[src/design/tpe_pkg.sv]
package tpe_pkg;

  // Register indexes on the configuration port
  typedef enum logic [2:0] {
    REG_MODE        = 3'd0,
    REG_PILOT_LEN   = 3'd1,
    REG_PILOT_CNT   = 3'd2,
    REG_SYNC1_LEN   = 3'd3,
    REG_SYNC2_LEN   = 3'd4,
    REG_ZERO_LEN    = 3'd5,
    REG_ONE_LEN     = 3'd6,
    REG_LAST_BITS   = 3'd7
  } reg_idx_e;

  // Mode codes
  localparam logic [1:0] MODE_STD   = 2'd0;
  localparam logic [1:0] MODE_TURBO = 2'd1;

  // Standard-speed timing, in clock cycles
  localparam logic [15:0] STD_PILOT_LEN    = 16'd2168;
  localparam logic [15:0] STD_PILOT_HEADER = 16'd8063;
  localparam logic [15:0] STD_PILOT_DATA   = 16'd3223;
  localparam logic [15:0] STD_SYNC1        = 16'd667;
  localparam logic [15:0] STD_SYNC2        = 16'd735;
  localparam logic [15:0] STD_ZERO         = 16'd855;
  localparam logic [15:0] STD_ONE          = 16'd1710;
  localparam logic [3:0]  STD_BITS         = 4'd8;
  localparam logic [7:0]  HEADER_LIMIT     = 8'd128;

  // Pause: two pulses of half a millisecond each at 3.5 MHz
  localparam int unsigned CLOCK_HZ       = 3500000;
  localparam int unsigned PAUSE_HALF_MS  = CLOCK_HZ / 1000 / 2;
  localparam logic [10:0] PAUSE_MULT     = 11'(PAUSE_HALF_MS);

  localparam int unsigned LEN_W = 27;
  localparam int unsigned CNT_W = 16;

  // Descriptor queue depth between front and back
  localparam int unsigned JOB_QUEUE_DEPTH = 2;

  // Configuration register file
  typedef struct packed {
    logic [1:0]  mode;
    logic [15:0] pilot_length;
    logic [15:0] pilot_count;
    logic [15:0] first_sync_length;
    logic [15:0] second_sync_length;
    logic [15:0] zero_length;
    logic [15:0] one_length;
    logic [3:0]  last_byte_bits;
  } cfg_t;

  // One classified byte, ready for the sequencer
  typedef struct packed {
    logic [7:0]  data;
    logic        std_mode;
    logic        pilot_en;
    logic [15:0] pilot_cnt;
    logic        sync_en;
    logic [3:0]  nbits;
    logic        pause_en;
    logic [15:0] pause;
  } job_t;

endpackage

[src/design/tpe_front.sv]
module tpe_front (
  input  logic            clk_i,
  input  logic            rst_ni,
  input  tpe_pkg::cfg_t   cfg_i,
  input  logic            in_valid_i,
  output logic            in_stall_o,
  input  logic [7:0]      data_byte_i,
  input  logic            first_of_block_i,
  input  logic            last_of_block_i,
  input  logic [15:0]     pause_ms_i,
  output logic            push_o,
  output tpe_pkg::job_t   job_o,
  input  logic            full_i
);

  logic       std_mode;
  logic       turbo_mode;
  logic [3:0] bits_sat;
  logic       has_work;

  // Mode decode; modes two and three behave as pure data
  assign std_mode   = (cfg_i.mode == tpe_pkg::MODE_STD);
  assign turbo_mode = (cfg_i.mode == tpe_pkg::MODE_TURBO);
  assign bits_sat   = (cfg_i.last_byte_bits > tpe_pkg::STD_BITS) ?
                      tpe_pkg::STD_BITS : cfg_i.last_byte_bits;

  // Classify the byte into the phases it will produce
  always_comb begin
    job_o.data      = data_byte_i;
    job_o.std_mode  = std_mode;
    job_o.sync_en   = first_of_block_i && (std_mode || turbo_mode);
    job_o.pilot_cnt = std_mode ?
                      ((data_byte_i < tpe_pkg::HEADER_LIMIT) ? tpe_pkg::STD_PILOT_HEADER
                                                             : tpe_pkg::STD_PILOT_DATA) :
                      cfg_i.pilot_count;
    job_o.pilot_en  = job_o.sync_en && (job_o.pilot_cnt != 16'd0);
    job_o.nbits     = (!last_of_block_i || std_mode) ? tpe_pkg::STD_BITS : bits_sat;
    job_o.pause_en  = last_of_block_i && (pause_ms_i != 16'd0);
    job_o.pause     = pause_ms_i;
  end

  // A byte that yields no descriptor is consumed without a queue entry
  assign has_work   = job_o.sync_en || (job_o.nbits != 4'd0) || job_o.pause_en;
  assign in_stall_o = full_i;
  assign push_o     = in_valid_i && !full_i && has_work;

  // Queue never sees a push it cannot hold
  a_no_push_full: assert property (@(posedge clk_i) disable iff (!rst_ni)
    push_o |-> !full_i) else $error("push while queue full");

  a_sync_with_pilot: assert property (@(posedge clk_i) disable iff (!rst_ni)
    push_o && job_o.pilot_en |-> job_o.sync_en) else $error("pilot without sync");

  a_bits_bound: assert property (@(posedge clk_i) disable iff (!rst_ni)
    push_o |-> job_o.nbits <= tpe_pkg::STD_BITS) else $error("bit count above eight");

endmodule

[src/design/tpe_fifo.sv]
module tpe_fifo #(
  parameter int unsigned Depth = tpe_pkg::JOB_QUEUE_DEPTH
) (
  input  logic          clk_i,
  input  logic          rst_ni,
  input  logic          push_i,
  input  tpe_pkg::job_t push_data_i,
  output logic          full_o,
  input  logic          pop_i,
  output logic          valid_o,
  output tpe_pkg::job_t pop_data_o
);

  localparam int unsigned PtrW = (Depth > 1) ? $clog2(Depth) : 1;
  localparam int unsigned CntW = $clog2(Depth + 1);
  localparam logic [PtrW-1:0] PtrLast = PtrW'(Depth - 1);
  localparam logic [CntW-1:0] CntFull = CntW'(Depth);

  tpe_pkg::job_t  mem_q [Depth];
  logic [PtrW-1:0] wr_ptr_q, rd_ptr_q;
  logic [CntW-1:0] cnt_q;

  assign full_o     = (cnt_q == CntFull);
  assign valid_o    = (cnt_q != '0);
  assign pop_data_o = mem_q[rd_ptr_q];

  // Entry storage
  always_ff @(posedge clk_i) begin
    if (push_i) begin
      mem_q[wr_ptr_q] <= push_data_i;
    end
  end

  // Pointers and fill count
  always_ff @(posedge clk_i or negedge rst_ni) begin
    if (!rst_ni) begin
      wr_ptr_q <= '0;
      rd_ptr_q <= '0;
      cnt_q    <= '0;
    end else begin
      if (push_i) begin
        wr_ptr_q <= (wr_ptr_q == PtrLast) ? '0 : wr_ptr_q + 1'b1;
      end
      if (pop_i) begin
        rd_ptr_q <= (rd_ptr_q == PtrLast) ? '0 : rd_ptr_q + 1'b1;
      end
      if (push_i && !pop_i) begin
        cnt_q <= cnt_q + 1'b1;
      end else if (pop_i && !push_i) begin
        cnt_q <= cnt_q - 1'b1;
      end
    end
  end

  a_no_pop_empty: assert property (@(posedge clk_i) disable iff (!rst_ni)
    pop_i |-> valid_o) else $error("pop from empty queue");

  a_cnt_bound: assert property (@(posedge clk_i) disable iff (!rst_ni)
    cnt_q <= CntFull) else $error("queue count overflow");

  a_cnt_step: assert property (@(posedge clk_i) disable iff (!rst_ni)
    push_i && !pop_i |=> cnt_q == $past(cnt_q) + 1'b1) else $error("count missed a push");

endmodule

[src/design/tpe_back.sv]
module tpe_back (
  input  logic                        clk_i,
  input  logic                        rst_ni,
  input  tpe_pkg::cfg_t               cfg_i,
  input  logic                        job_valid_i,
  input  tpe_pkg::job_t               job_i,
  output logic                        pop_o,
  output logic                        out_valid_o,
  input  logic                        out_stall_i,
  output logic [tpe_pkg::LEN_W-1:0]   pulse_length_o,
  output logic [tpe_pkg::CNT_W-1:0]   pulse_count_o,
  output logic                        end_of_run_o
);

  typedef enum logic [2:0] {
    PH_PILOT,
    PH_SYNC1,
    PH_SYNC2,
    PH_BITS,
    PH_PAUSE
  } phase_e;

  tpe_pkg::job_t job_q;
  phase_e        phase_q, phase_nxt, phase_start;
  logic [2:0]    bit_q;
  logic          busy_q;
  logic          out_valid_q;
  logic [tpe_pkg::LEN_W-1:0] len_q, len_cur;
  logic [tpe_pkg::CNT_W-1:0] cnt_q, cnt_cur;
  logic          eor_q;
  logic          fire, is_last, last_bit, cur_bit;
  logic [15:0]   zl, ol;

  // Bit lengths follow the mode
  assign zl = job_q.std_mode ? tpe_pkg::STD_ZERO : cfg_i.zero_length;
  assign ol = job_q.std_mode ? tpe_pkg::STD_ONE  : cfg_i.one_length;

  assign last_bit = ({1'b0, bit_q} == (job_q.nbits - 4'd1));
  assign cur_bit  = job_q.data[3'd7 - bit_q];

  // First phase of a newly loaded job
  always_comb begin
    priority if (job_i.pilot_en)          phase_start = PH_PILOT;
    else if (job_i.sync_en)               phase_start = PH_SYNC1;
    else if (job_i.nbits != 4'd0)         phase_start = PH_BITS;
    else                                  phase_start = PH_PAUSE;
  end

  // Descriptor for the current phase and where to go next
  always_comb begin
    len_cur   = '0;
    cnt_cur   = 16'd2;
    phase_nxt = phase_q;
    is_last   = 1'b0;
    unique case (phase_q)
      PH_PILOT: begin
        len_cur   = tpe_pkg::LEN_W'(job_q.std_mode ? tpe_pkg::STD_PILOT_LEN
                                                   : cfg_i.pilot_length);
        cnt_cur   = job_q.pilot_cnt;
        phase_nxt = PH_SYNC1;
      end
      PH_SYNC1: begin
        len_cur   = tpe_pkg::LEN_W'(job_q.std_mode ? tpe_pkg::STD_SYNC1
                                                   : cfg_i.first_sync_length);
        cnt_cur   = 16'd1;
        phase_nxt = PH_SYNC2;
      end
      PH_SYNC2: begin
        len_cur   = tpe_pkg::LEN_W'(job_q.std_mode ? tpe_pkg::STD_SYNC2
                                                   : cfg_i.second_sync_length);
        cnt_cur   = 16'd1;
        phase_nxt = (job_q.nbits != 4'd0) ? PH_BITS : PH_PAUSE;
        is_last   = (job_q.nbits == 4'd0) && !job_q.pause_en;
      end
      PH_BITS: begin
        len_cur   = tpe_pkg::LEN_W'(cur_bit ? ol : zl);
        phase_nxt = last_bit ? PH_PAUSE : PH_BITS;
        is_last   = last_bit && !job_q.pause_en;
      end
      PH_PAUSE: begin
        len_cur   = tpe_pkg::LEN_W'(job_q.pause) * tpe_pkg::LEN_W'(tpe_pkg::PAUSE_MULT);
        is_last   = 1'b1;
      end
      default: begin
        phase_nxt = PH_PAUSE;
      end
    endcase
  end

  // One descriptor per cycle while a job is loaded and the output register is free
  assign fire  = busy_q && (!out_valid_q || !out_stall_i);
  assign pop_o = job_valid_i && (!busy_q || (fire && is_last));

  // Sequencer state and output register
  always_ff @(posedge clk_i or negedge rst_ni) begin
    if (!rst_ni) begin
      busy_q      <= 1'b0;
      out_valid_q <= 1'b0;
      phase_q     <= PH_PILOT;
      bit_q       <= '0;
      job_q       <= '0;
      len_q       <= '0;
      cnt_q       <= '0;
      eor_q       <= 1'b0;
    end else begin
      if (fire) begin
        out_valid_q <= 1'b1;
        len_q       <= len_cur;
        cnt_q       <= cnt_cur;
        eor_q       <= is_last;
      end else if (!out_stall_i) begin
        out_valid_q <= 1'b0;
      end
      // A new job takes over in the cycle the previous one finishes
      if (pop_o) begin
        job_q   <= job_i;
        busy_q  <= 1'b1;
        phase_q <= phase_start;
        bit_q   <= '0;
      end else if (fire) begin
        if (is_last) begin
          busy_q <= 1'b0;
        end
        if (phase_q == PH_BITS) begin
          bit_q <= bit_q + 3'd1;
        end
        phase_q <= phase_nxt;
      end
    end
  end

  assign out_valid_o    = out_valid_q;
  assign pulse_length_o = len_q;
  assign pulse_count_o  = cnt_q;
  assign end_of_run_o   = eor_q;

  a_bits_valid: assert property (@(posedge clk_i) disable iff (!rst_ni)
    busy_q && phase_q == PH_BITS |-> job_q.nbits != 4'd0 && {1'b0, bit_q} < job_q.nbits)
    else $error("bit phase past bit count");

  a_pause_valid: assert property (@(posedge clk_i) disable iff (!rst_ni)
    busy_q && phase_q == PH_PAUSE |-> job_q.pause_en) else $error("pause phase without pause");

  a_pilot_valid: assert property (@(posedge clk_i) disable iff (!rst_ni)
    busy_q && phase_q == PH_PILOT |-> job_q.pilot_en) else $error("pilot phase without pilot");

endmodule

[src/design/tape_pulse_train_encoder_unit.sv]
// Tape pulse train encoder. Each accepted byte becomes up to twelve pulse
// descriptors (length in cycles, repeat count, end_of_run on the byte's last
// one): pilot (if its count is nonzero) and two syncs on a block's first
// byte (not in pure-data mode), one descriptor per used bit MSB first, and
// a pause descriptor on the last byte when pause_ms is nonzero. A byte that
// yields no descriptor is taken and dropped without a queue entry. The
// front classifies a byte in the cycle it is taken and queues it; the back
// sequencer emits one descriptor per cycle into a registered output
// whenever that register is free. When the sequencer was idle, the first
// descriptor passes through the queue, the job register and the output
// register; otherwise a queued byte follows the previous one with no gap.
// Output stalls hold the sequencer. The queue lets input transfers continue
// while the output is stalled, until it is full. The user must write
// configuration only while idle; the block itself does not enforce it.
module tape_pulse_train_encoder_unit #(
  parameter int unsigned QueueDepth = tpe_pkg::JOB_QUEUE_DEPTH
) (
  input  logic                        clk_i,
  input  logic                        rst_ni,
  input  logic                        cfg_we_i,
  input  logic [2:0]                  cfg_idx_i,
  input  logic [15:0]                 cfg_data_i,
  input  logic                        in_valid_i,
  output logic                        in_stall_o,
  input  logic [7:0]                  data_byte_i,
  input  logic                        first_of_block_i,
  input  logic                        last_of_block_i,
  input  logic [15:0]                 pause_ms_i,
  output logic                        out_valid_o,
  input  logic                        out_stall_i,
  output logic [tpe_pkg::LEN_W-1:0]   pulse_length_o,
  output logic [tpe_pkg::CNT_W-1:0]   pulse_count_o,
  output logic                        end_of_run_o
);

  tpe_pkg::cfg_t cfg_q;
  tpe_pkg::job_t push_job, pop_job;
  logic          push, full, pop, job_valid;

  // Configuration registers
  always_ff @(posedge clk_i or negedge rst_ni) begin
    if (!rst_ni) begin
      cfg_q.mode               <= tpe_pkg::MODE_STD;
      cfg_q.pilot_length       <= tpe_pkg::STD_PILOT_LEN;
      cfg_q.pilot_count        <= tpe_pkg::STD_PILOT_DATA;
      cfg_q.first_sync_length  <= tpe_pkg::STD_SYNC1;
      cfg_q.second_sync_length <= tpe_pkg::STD_SYNC2;
      cfg_q.zero_length        <= tpe_pkg::STD_ZERO;
      cfg_q.one_length         <= tpe_pkg::STD_ONE;
      cfg_q.last_byte_bits     <= tpe_pkg::STD_BITS;
    end else if (cfg_we_i) begin
      unique case (tpe_pkg::reg_idx_e'(cfg_idx_i))
        tpe_pkg::REG_MODE:      cfg_q.mode               <= cfg_data_i[1:0];
        tpe_pkg::REG_PILOT_LEN: cfg_q.pilot_length       <= cfg_data_i;
        tpe_pkg::REG_PILOT_CNT: cfg_q.pilot_count        <= cfg_data_i;
        tpe_pkg::REG_SYNC1_LEN: cfg_q.first_sync_length  <= cfg_data_i;
        tpe_pkg::REG_SYNC2_LEN: cfg_q.second_sync_length <= cfg_data_i;
        tpe_pkg::REG_ZERO_LEN:  cfg_q.zero_length        <= cfg_data_i;
        tpe_pkg::REG_ONE_LEN:   cfg_q.one_length         <= cfg_data_i;
        tpe_pkg::REG_LAST_BITS: cfg_q.last_byte_bits     <= cfg_data_i[3:0];
        default: begin
        end
      endcase
    end
  end

  tpe_front u_front (
    .clk_i            (clk_i),
    .rst_ni           (rst_ni),
    .cfg_i            (cfg_q),
    .in_valid_i       (in_valid_i),
    .in_stall_o       (in_stall_o),
    .data_byte_i      (data_byte_i),
    .first_of_block_i (first_of_block_i),
    .last_of_block_i  (last_of_block_i),
    .pause_ms_i       (pause_ms_i),
    .push_o           (push),
    .job_o            (push_job),
    .full_i           (full)
  );

  tpe_fifo #(
    .Depth (QueueDepth)
  ) u_fifo (
    .clk_i       (clk_i),
    .rst_ni      (rst_ni),
    .push_i      (push),
    .push_data_i (push_job),
    .full_o      (full),
    .pop_i       (pop),
    .valid_o     (job_valid),
    .pop_data_o  (pop_job)
  );

  tpe_back u_back (
    .clk_i          (clk_i),
    .rst_ni         (rst_ni),
    .cfg_i          (cfg_q),
    .job_valid_i    (job_valid),
    .job_i          (pop_job),
    .pop_o          (pop),
    .out_valid_o    (out_valid_o),
    .out_stall_i    (out_stall_i),
    .pulse_length_o (pulse_length_o),
    .pulse_count_o  (pulse_count_o),
    .end_of_run_o   (end_of_run_o)
  );

endmodule
[config.mk]
export PLATFORM = sky130hd
export DESIGN_NAME = tape_pulse_train_encoder_unit
export DESIGN_NICKNAME = d
export VERILOG_FILES = /design/src/design/tpe_pkg.sv /design/src/design/tpe_front.sv /design/src/design/tpe_fifo.sv /design/src/design/tpe_back.sv /design/src/design/tape_pulse_train_encoder_unit.sv
export SDC_FILE = /design/constraint.sdc
export NUM_CORES = 1
export LEC_CHECK = 0
export BUFFER_PORTS_ARGS = -buffer_cell sky130_fd_sc_hd__buf_2
export CAP_MARGIN = 25
export CORE_MARGIN = 3
export CORE_UTILIZATION = 40
export DETAILED_ROUTE_END_ITERATION = 8
export PLACE_DENSITY = 0.62
export SYNTH_ARGS = -nofsm -noshare
export SYNTH_HDL_FRONTEND = slang
export SYNTH_HIERARCHICAL = 1
export SYNTH_SLANG_ARGS = --single-unit
export TNS_END_PERCENT = 20
[constraint.sdc]
create_clock -name clk_i -period 8.6 [get_ports clk_i]
set_input_delay 0.86 -clock clk_i [delete_from_list [all_inputs] [get_ports clk_i]]
set_output_delay 0.86 -clock clk_i [all_outputs]
set_load 0.02 [all_outputs]
==> out/metrics.csv, run 1 <==
stage,metric,value,unit
clocking,TritonCTS buffer count,35,
clocking,CTS tree,yes,
cells_and_area,Multi-input gate area,7640,sq um
timing,Worst Tran Pin Value,1.02,ns
clocking,Skew-Pair Late Insertion Delay,0.55,ns
clocking,Clock transition at path regs,0.06,ns
logic_synthesis,Post-Synth XOR/XNOR Area,2.15,%
logic_synthesis,top post-synthesis cells by area,"dfrtp_1 24%, edfxtp_1 17%, mux2_2 8.7%, ha_1 7.1%, fa_1 6.7%",
cells_and_area,Reg area,8040,sq um
cells_and_area,layout cells sized above 1,27.7,%
timing,Final setup viols,0,
floorplanning,DIE AREA,44300,sq um
logic_synthesis,post-synthesis mux area share,14.6,%
global_route,initial antenna violation count,1,
timing,relative slew slack,31.4,%
timing,final worst path period share,59.4,%
clocking,Hold Buf Count CTS,0,
clocking,post_cts resized,0,
drt,DRT antenna net count,0,
logic_synthesis,Post-synth EDFFs,96,
timing,Fin. Hold Viols,0,
clocking,Clock Path Buffers,3,
floorplanning,die width,210,um
flow_run,Max-cap violations,0,
global_route,GRT Overall Usage,17.5,%
placement,HPWL after DPL,26900,um
floorplanning,starting density of the core,40.7,%
logic_synthesis,Syn. warnings,6,
timing,Fmax achieved,196,MHz
global_route,largest net degree at the start of global routing,76,
timing,RSZ-0062 raised after global routing,no,
drt,TritonRoute pass-1 iters,5,
placement,IO Port Bufs,95,
drt,vias per inst,5.22,
cells_and_area,area grow syn2layout,10.9,%
placement,Placed Cells,1894,
floorplanning,Die H,210,um
logic_synthesis,"count leader, synth",dfrtp_1,
drt,WL/cell,19.4,um
logic_synthesis,post-synth top area cell,dfrtp_1,
logic_synthesis,syn avg cell area,12.5,sq um
setup_path,R2R Setup Slk,3.49,ns
logic_synthesis,sequential-to-total area share from yosys stat,48.1,%
logic_synthesis,"top cells by count, synth","163 x dfrtp_1, 131 x inv_1, 129 x mux2_2, 96 x edfxtp_1, 95 x ha_1",
logic_synthesis,Mapped Area,16700,sq um
logic_synthesis,Gate Count Post-Synth,1333,
clocking,clock root cell,clkbuf_16,
logic_synthesis,top cell type's share of synthesized area,24.4,%
global_route,GRT Residual Overflow,0,
drt,vias,10200,
logic_synthesis,Post-synth ARST share,68.0,%
logic_synthesis,synthesized flop and latch total,300,
clocking,CTS H-tree lvls,2,
global_route,global-route wire length before repair,61300,um
logic_synthesis,Synth cell types,78,
logic_synthesis,adder-cell share of the synthesized area,13.8,%
placement,GP Congestion,0.842,
logic_synthesis,main combinational cell family by area after synthesis,multiplexers,
logic_synthesis,Main synth FF type,dfrtp_1,
setup_path,CP Launch Type,flip-flop,
floorplanning,Std-Cell Rows,74,
timing,setup TNS,0,ns
drt,routed wire length,37900,um
setup_path,Critical Path Fanout Max,7,
drt,DRT iter0 DRCs,550,
logic_synthesis,post-synthesis compound-gate area fraction,8.56,%
setup_path,Setup crit end kind,flip-flop,
min_path,hold crit path type,in2async,
cells_and_area,Post-Layout Cell Count,1959,
floorplanning,I/O pin count,96,
cells_and_area,Nets,1601,
status,outcome,completed,
clocking,clock sinks,300,
setup_path,CP Class,reg2reg,
timing,Clock Skews,0.0211,ns
global_route,via count of the first global-routing pass,10600,
setup_path,Worst EP arrival,5.52,ns
logic_synthesis,Simple-Gate Fraction of Synth Area,6.44,%
floorplanning,area of the core,41100,sq um
cells_and_area,ant diodes,0,
cells_and_area,post-route cell area,18500,sq um
logic_synthesis,Syn Nets,1534,
drt,Residual DRC,0,
clocking,Post-CTS Setup Bufs,0,
setup_path,Critical Path RT,9.01,ns
placement,Post-DP Area,17400,sq um
timing,Final Slew Violations,0,
cells_and_area,# fillers,3820,
timing,crit path time final,5.11,ns
==> cell usage in the layout, fill, tap and decap left out, types with 9 or more instances in the layout <==
cell type | synthesis | routed
o21ai_0 | 65 | 65
nand3_1 | 9 | 9
xnor2_1 | 18 | 18
a31oi_1 | 11 | 11
nand2b_1 | 13 | 13
a22o_1 | 16 | 16
nor2b_1 | 10 | 9
mux2_1 | 17 | 17
clkbuf_1 | 25 | 12
buf_4 | 35 | 15
edfxtp_1 | 96 | 96
a21o_1 | 12 | 12
inv_1 | 131 | 131
mux2i_1 | 13 | 13
and2_1 | 10 | 9
mux2_4 | 40 | 40
fa_1 | 56 | 56
nand2_1 | 76 | 75
xor2_1 | 23 | 23
buf_2 | 7 | 94
clkbuf_16 | 0 | 35
ha_1 | 95 | 95
dfstp_2 | 41 | 41
dfrtp_1 | 163 | 162
mux2_2 | 129 | 129
o21ai_1 | 9 | 9
nor2_1 | 48 | 48
a21oi_1 | 43 | 43
==> kinds of logic after synthesis <==
| family | after synthesis |
|---|---|
| compound gates | 218 |
| xor+xnor | 41 |
| fa+ha+maj | 151 |
| buf+inv | 214 |
| flops | 300 |
| mux | 202 |
| simple gates | 207 |
==> metal layers <==
metal / global-route usage [%] / wire length (um) / vias to the layer above
li1: - / - / 4793
met1: 24.5 / 17600 / 5191
met2: 28.7 / 18100 / 199
met3: 2.98 / 1560 / 40
met4: 4.41 / 654 / 0
met5: 0 / 0 / -
==> registers in the layout (all words and copies together) (netlist names) <==
signal,cells
u_back/out_valid_o,1
u_back/job_q,46
u_back/end_of_run_o,1
u_fifo/rd_ptr_q,1
cfg_q,102
u_back/phase_q,3
u_fifo/wr_ptr_q,1
u_fifo/cnt_q,2
u_back/pulse_length_o,27
u_back/pulse_count_o,16
u_fifo/mem_q,96
u_back/busy_q,1
u_back/bit_q,3
==> cell type report <==
cell class              count  share of cell area (%)
clock inverters            15                   0.634
clock buffers              49                    5.11
repair buffers            112                    3.45
multi-input cells         819                    41.2
well taps                 532                    3.59
flip-flops and latches    300                    43.4
inverters                 132                    2.67
==> stage by stage <==
step,hold slack (ns),setup WS [ns],util (%)
6_report,0.324,3.49,45.1
5_1_grt,0.352,3.24,45.1
4_1_cts,0.327,3.49,45.0
3_5_place_dp,0.472,3.53,42.4
3_3_place_gp,0.464,3.60,42.4
2_1_floorplan,0.447,3.88,-
==> final timing paths <==
path	end	startpoint	cells after the start
min in group clk_i	u_back/pulse_length_o[26]$_DFFE_PN0P_	u_back/pulse_length_o[26]$_DFFE_PN0P_	2
worst max register to register	u_back/pulse_length_o[23]$_DFFE_PN0P_	u_back/job_q[2]$_DFFE_PN0P_	17
worst max-delay path	u_back/pulse_length_o[23]$_DFFE_PN0P_	u_back/job_q[2]$_DFFE_PN0P_	17
max in group asynchronous	cfg_q[33]$_DFFE_PN0P_	rst_ni	2
worst min-delay path	u_back/job_q[46]$_DFFE_PN0P_	rst_ni	1
worst min register to register	u_back/pulse_length_o[26]$_DFFE_PN0P_	u_back/pulse_length_o[26]$_DFFE_PN0P_	2
==> worst max-delay path: stages, from the launching register on <==
cell and delay [ns]:
dfrtp_1 0.46, ha_1 0.36, xor2_1 0.20, ha_1 0.19
or2_2 0.31, fa_1 0.49, fa_1 0.57, inv_1 0.06
fa_1 0.50, inv_1 0.04, ha_1 0.33, nand2_1 0.08
o21ai_1 0.27, a221o_1 0.25, or3b_1 0.42, o211ai_1 0.22
xnor2_1 0.14, o21ai_1 0.07
Power of run 1 is not shown: default switching activity piles up to over one toggle a cycle in this logic, so the estimate is an artifact.
==> inputs of run 2 (changes only) <==
Settings changed: ABC_AREA from default to 1, PLACE_DENSITY 0.62 to 0.64.
Clock period 8.6 ns to 4.32 ns, I/O delays scaled along.
==> out/metrics.csv, run 2 <==
stage,metric,value,unit,change
logic_synthesis,Syn Nets,2130,,"was 1,534"
global_route,GRT Residual Overflow,0,,unchanged
drt,TritonRoute pass-1 iters,5,,unchanged
clocking,TritonCTS buffer count,35,,unchanged
setup_path,Critical-path top delay cell,fa_1,,unchanged
floorplanning,area of the core,42200,sq um,"was 41,100 sq um"
drt,Residual DRC,0,,unchanged
cells_and_area,"Most flops, register",cfg_q,,unchanged
cells_and_area,Final Util,48.8,%,was 45.1%
cells_and_area,Nets,2270,,"was 1,601"
setup_path,"CP delay by family, top",adder cells,,unchanged
setup_path,worst r2r dst,u_back/pulse_length_o[21]$_DFFE_PN0P_,,was u_back/pulse_length_o[23]$_DFFE_PN0P_
floorplanning,Std-Cell Rows,75,,was 74
clocking,clock root cell,clkbuf_16,,unchanged
clocking,CTS tree,yes,,unchanged
logic_synthesis,Main synth FF type,dfrtp_1,,unchanged
floorplanning,starting density of the core,40.8,%,was 40.7%
global_route,largest net degree at the start of global routing,101,,was 76
timing,Fmax achieved,236,MHz,was 196 MHz
logic_synthesis,Gate Count Post-Synth,1929,,"was 1,333"
cells_and_area,ant diodes,0,,unchanged
cells_and_area,leading registers by flop count,"cfg_q: 102 flops, u_fifo/mem_q: 96 flops, u_back/job_q: 46 flops",,unchanged
setup_path,Worst EP arrival,4.67,ns,was 5.52 ns
timing,RSZ-0062 raised after global routing,yes,,was no
floorplanning,die width,214,um,was 210 um
cells_and_area,area grow syn2layout,19.6,%,was 10.9%
logic_synthesis,Mapped Area,17200,sq um,"was 16,700 sq um"
placement,GP Congestion,0.867,,was 0.842
timing,Fin. Hold Viols,3,,was 0
setup_path,CP Launch Type,flip-flop,,unchanged
setup_path,CP Class,reg2reg,,unchanged
drt,routed wire length,44400,um,"was 37,900 um"
cells_and_area,layout cells sized above 1,24.8,%,was 27.7%
logic_synthesis,"top cells by count, synth","638 x nand2_1, 240 x inv_1, 163 x dfrtp_1, 124 x nand3_1, 96 x edfxtp_1",,"was 163 x dfrtp_1, 131 x inv_1, 129 x mux2_2, 96 x edfxtp_1, 95 x ha_1"
clocking,CTS H-tree lvls,2,,unchanged
cells_and_area,"most common cell after layout, fill and taps aside",nand2_1,,was dfrtp_1
cells_and_area,max FFs per register,102,,unchanged
timing,Clock Skews,0.0150,ns,was 0.0211 ns
logic_synthesis,Syn. warnings,6,,unchanged
drt,vias per inst,5.02,,was 5.22
setup_path,"Buf+Inv Stages, Crit Path",4,,was 2
global_route,via count of the first global-routing pass,13500,,"was 10,600"
setup_path,Critical Path Max Stage Delay,0.57,ns,about the same
cells_and_area,"commonest cells after routing, fill and taps aside","608 x nand2_1, 223 x inv_1, 151 x dfrtp_1",,"was 162 x dfrtp_1, 131 x inv_1, 129 x mux2_2"
timing,relative slew slack,35.1,%,was 31.4%
logic_synthesis,top post-synthesis cells by area,"dfrtp_1 24%, edfxtp_1 17%, nand2_1 14%, ha_1 6.9%, fa_1 6.5%",,"was dfrtp_1 24%, edfxtp_1 17%, mux2_2 8.7%, ha_1 7.1%, fa_1 6.7%"
setup_path,Critical Path Fanout Max,4,,was 7
logic_synthesis,synthesized flop and latch total,300,,unchanged
logic_synthesis,sequential-to-total area share from yosys stat,46.7,%,was 48.1%
timing,Worst Tran Pin Value,0.973,ns,was 1.02 ns
clocking,clock sinks,300,,unchanged
min_path,hold crit path type,in2async,,unchanged
logic_synthesis,"count leader, synth",nand2_1,,was dfrtp_1
setup_path,worst path cell trace,buf_4 > ha_4 > fa_1 > fa_1 > fa_1 > inv_2 > fa_1 > inv_1 > ha_4 > nand2_4 > inv_2 > nand2_1 > nor3_2 > nand4_1 > nand3_2 > nand2_1 > nand2_1 > o21ai_1,,was ha_1 > xor2_1 > ha_1 > or2_2 > fa_1 > fa_1 > inv_1 > fa_1 > inv_1 > ha_1 > nand2_1 > o21ai_1 > a221o_1 > or3b_1 > o211ai_1 > xnor2_1 > o21ai_1
clocking,Hold Buf Count CTS,0,,unchanged
clocking,Clock Path Buffers,3,,unchanged
timing,crit path time final,4.23,ns,was 5.11 ns
drt,DRT iter0 DRCs,958,,was 550
drt,vias,13200,,"was 10,200"
global_route,GRT Overall Usage,19.8,%,was 17.5%
logic_synthesis,top cell type's share of synthesized area,23.7,%,was 24.4%
timing,Final Slew Violations,0,,unchanged
logic_synthesis,Post-synth ARST share,68.0,%,unchanged
setup_path,worst reg2reg path depth,18,,was 17
setup_path,R2R Setup Slk,0.09,ns,was 3.49 ns
setup_path,reg2reg start,u_back/job_q[6]$_DFFE_PN0P_,,was u_back/job_q[2]$_DFFE_PN0P_
setup_path,Setup crit end kind,flip-flop,,unchanged
status,failing checks,hold timing,,
logic_synthesis,Post-synth EDFFs,96,,unchanged
status,outcome,finished with violations,,was completed
floorplanning,DIE AREA,45600,sq um,"was 44,300 sq um"
timing,final hold slack,-0.0151,ns,was 0.324 ns
clocking,Clock transition at path regs,0.06,ns,about the same
cells_and_area,# fillers,3921,,"was 3,820"
timing,final worst path period share,97.9,%,was 59.4%
global_route,global-route wire length before repair,71100,um,"was 61,300 um"
drt,WL/cell,16.9,um,was 19.4 um
global_route,initial antenna violation count,1,,unchanged
logic_synthesis,syn avg cell area,8.93,sq um,was 12.5 sq um
flow_run,Max-cap violations,0,,unchanged
clocking,Skew-Pair Late Insertion Delay,0.55,ns,about the same
placement,IO Port Bufs,95,,unchanged
placement,HPWL after DPL,32000,um,"was 26,900 um"
placement,"worst slack, placed",-0.216,ns,was 3.53 ns
setup_path,crit-path most repeated cell,fa_1,,
timing,PnR worst setup slack,0.0904,ns,was 3.49 ns
setup_path,Critical Path RT,4.77,ns,was 9.01 ns
floorplanning,Die H,214,um,was 210 um
floorplanning,I/O pin count,96,,unchanged
logic_synthesis,post-synth top area cell,dfrtp_1,,unchanged
timing,Final setup viols,0,,unchanged
drt,DRT antenna net count,0,,unchanged
logic_synthesis,Synth cell types,51,,was 78
==> run 2: changes by cell type in the layout (fill, tap and decap cells not counted), sizes merged, moves of 25 or more <==
cell / before / now
nand2: 76 / 656
mux2: 186 / 48
nand3: 9 / 125
inv: 135 / 248
buf: 111 / 186
nor2: 48 / 99
o21ai: 74 / 99
==> run 2: per-stage QoR <==
step,TNS (ns),cell area (sq um),instances
finish,0,20600,2635
global route,-0.763,20600,2635
CTS,-0.00399,20000,2626
detailed placement,-2.29,18500,2560
global placement,-1.84,18500,2559
floorplan,-0.00312,17200,1929
==> run 2: worst max path at each step <==
stage / end / from / slack [ns] / cells past startpoint
after floorplan: u_back/pulse_length_o[20]$_DFFE_PN0P_ / u_back/job_q[2]$_DFFE_PN0P_ / -0.003 / 21
after global placement: u_back/pulse_length_o[24]$_DFFE_PN0P_ / u_back/job_q[1]$_DFFE_PN0P_ / -0.15 / 20
after detailed placement: u_back/pulse_length_o[20]$_DFFE_PN0P_ / u_back/job_q[1]$_DFFE_PN0P_ / -0.22 / 20
after CTS: u_back/pulse_length_o[21]$_DFFE_PN0P_ / u_back/job_q[9]$_DFFE_PN0P_ / -0.004 / 18
after global routing: u_back/pulse_length_o[20]$_DFFE_PN0P_ / u_back/job_q[8]$_DFFE_PN0P_ / -0.09 / 17
final: u_back/pulse_length_o[21]$_DFFE_PN0P_ / u_back/job_q[6]$_DFFE_PN0P_ / 0.09 / 18
==> run 2: worst register-to-register path: cells and delay by family, from the launching register on <==
family	cells	cell delay, ns
adders and majority gates	6	2.58
and+or+nand+nor	7	0.71
DFF	1	0.46
buffers and inverters	4	0.33
AOI/OAI and AO/OA	1	0.05
==> run 2: layout make-up <==
type / instances / area [sq um] / area share, %
repair buffers: 187 / 1220 / 5.91
flip-flops and latches: 300 / 8050 / 39.1
well taps: 539 / 674 / 3.27
clock inverters: 12 / 183 / 0.887
multi-input cells: 1298 / 8550 / 41.5
clock buffers: 52 / 1000 / 4.85
inverters: 247 / 930 / 4.51
==> run 2: logic make-up (layout without fill, tap and decap cells) <==
logic type                 after synthesis  in the layout  share of synthesized area [%]
and+or+nand+nor                        924            924                           22.2
AOI/OAI and AO/OA                      165            165                           5.49
DFF                                    300            300                           46.7
xor gates and xnor gates                10             10                          0.509
adders and majority gates              151            151                           13.4
buffers and inverters                  331            498                           8.35
muxes                                   48             48                           3.36
==> run 2: what timing repair did <==
item,CTS,global route
resized for setup,55,125
setup buffers,2,9
setup endpoints to repair,17,19
pin swaps,14,64
==> run 2: metal layers <==
metal	GRT usage (%)	wire [um]	vias up	part of all wire [%]
met1	25.8	19300	6437	44
met2	33.7	21400	299	48
met5	0	7	-	0.016
li1	-	-	6418	-
met3	3.44	2340	79	5.3
met4	6.84	1350	2	3.0
Power of run 2 is left out for the same reason.
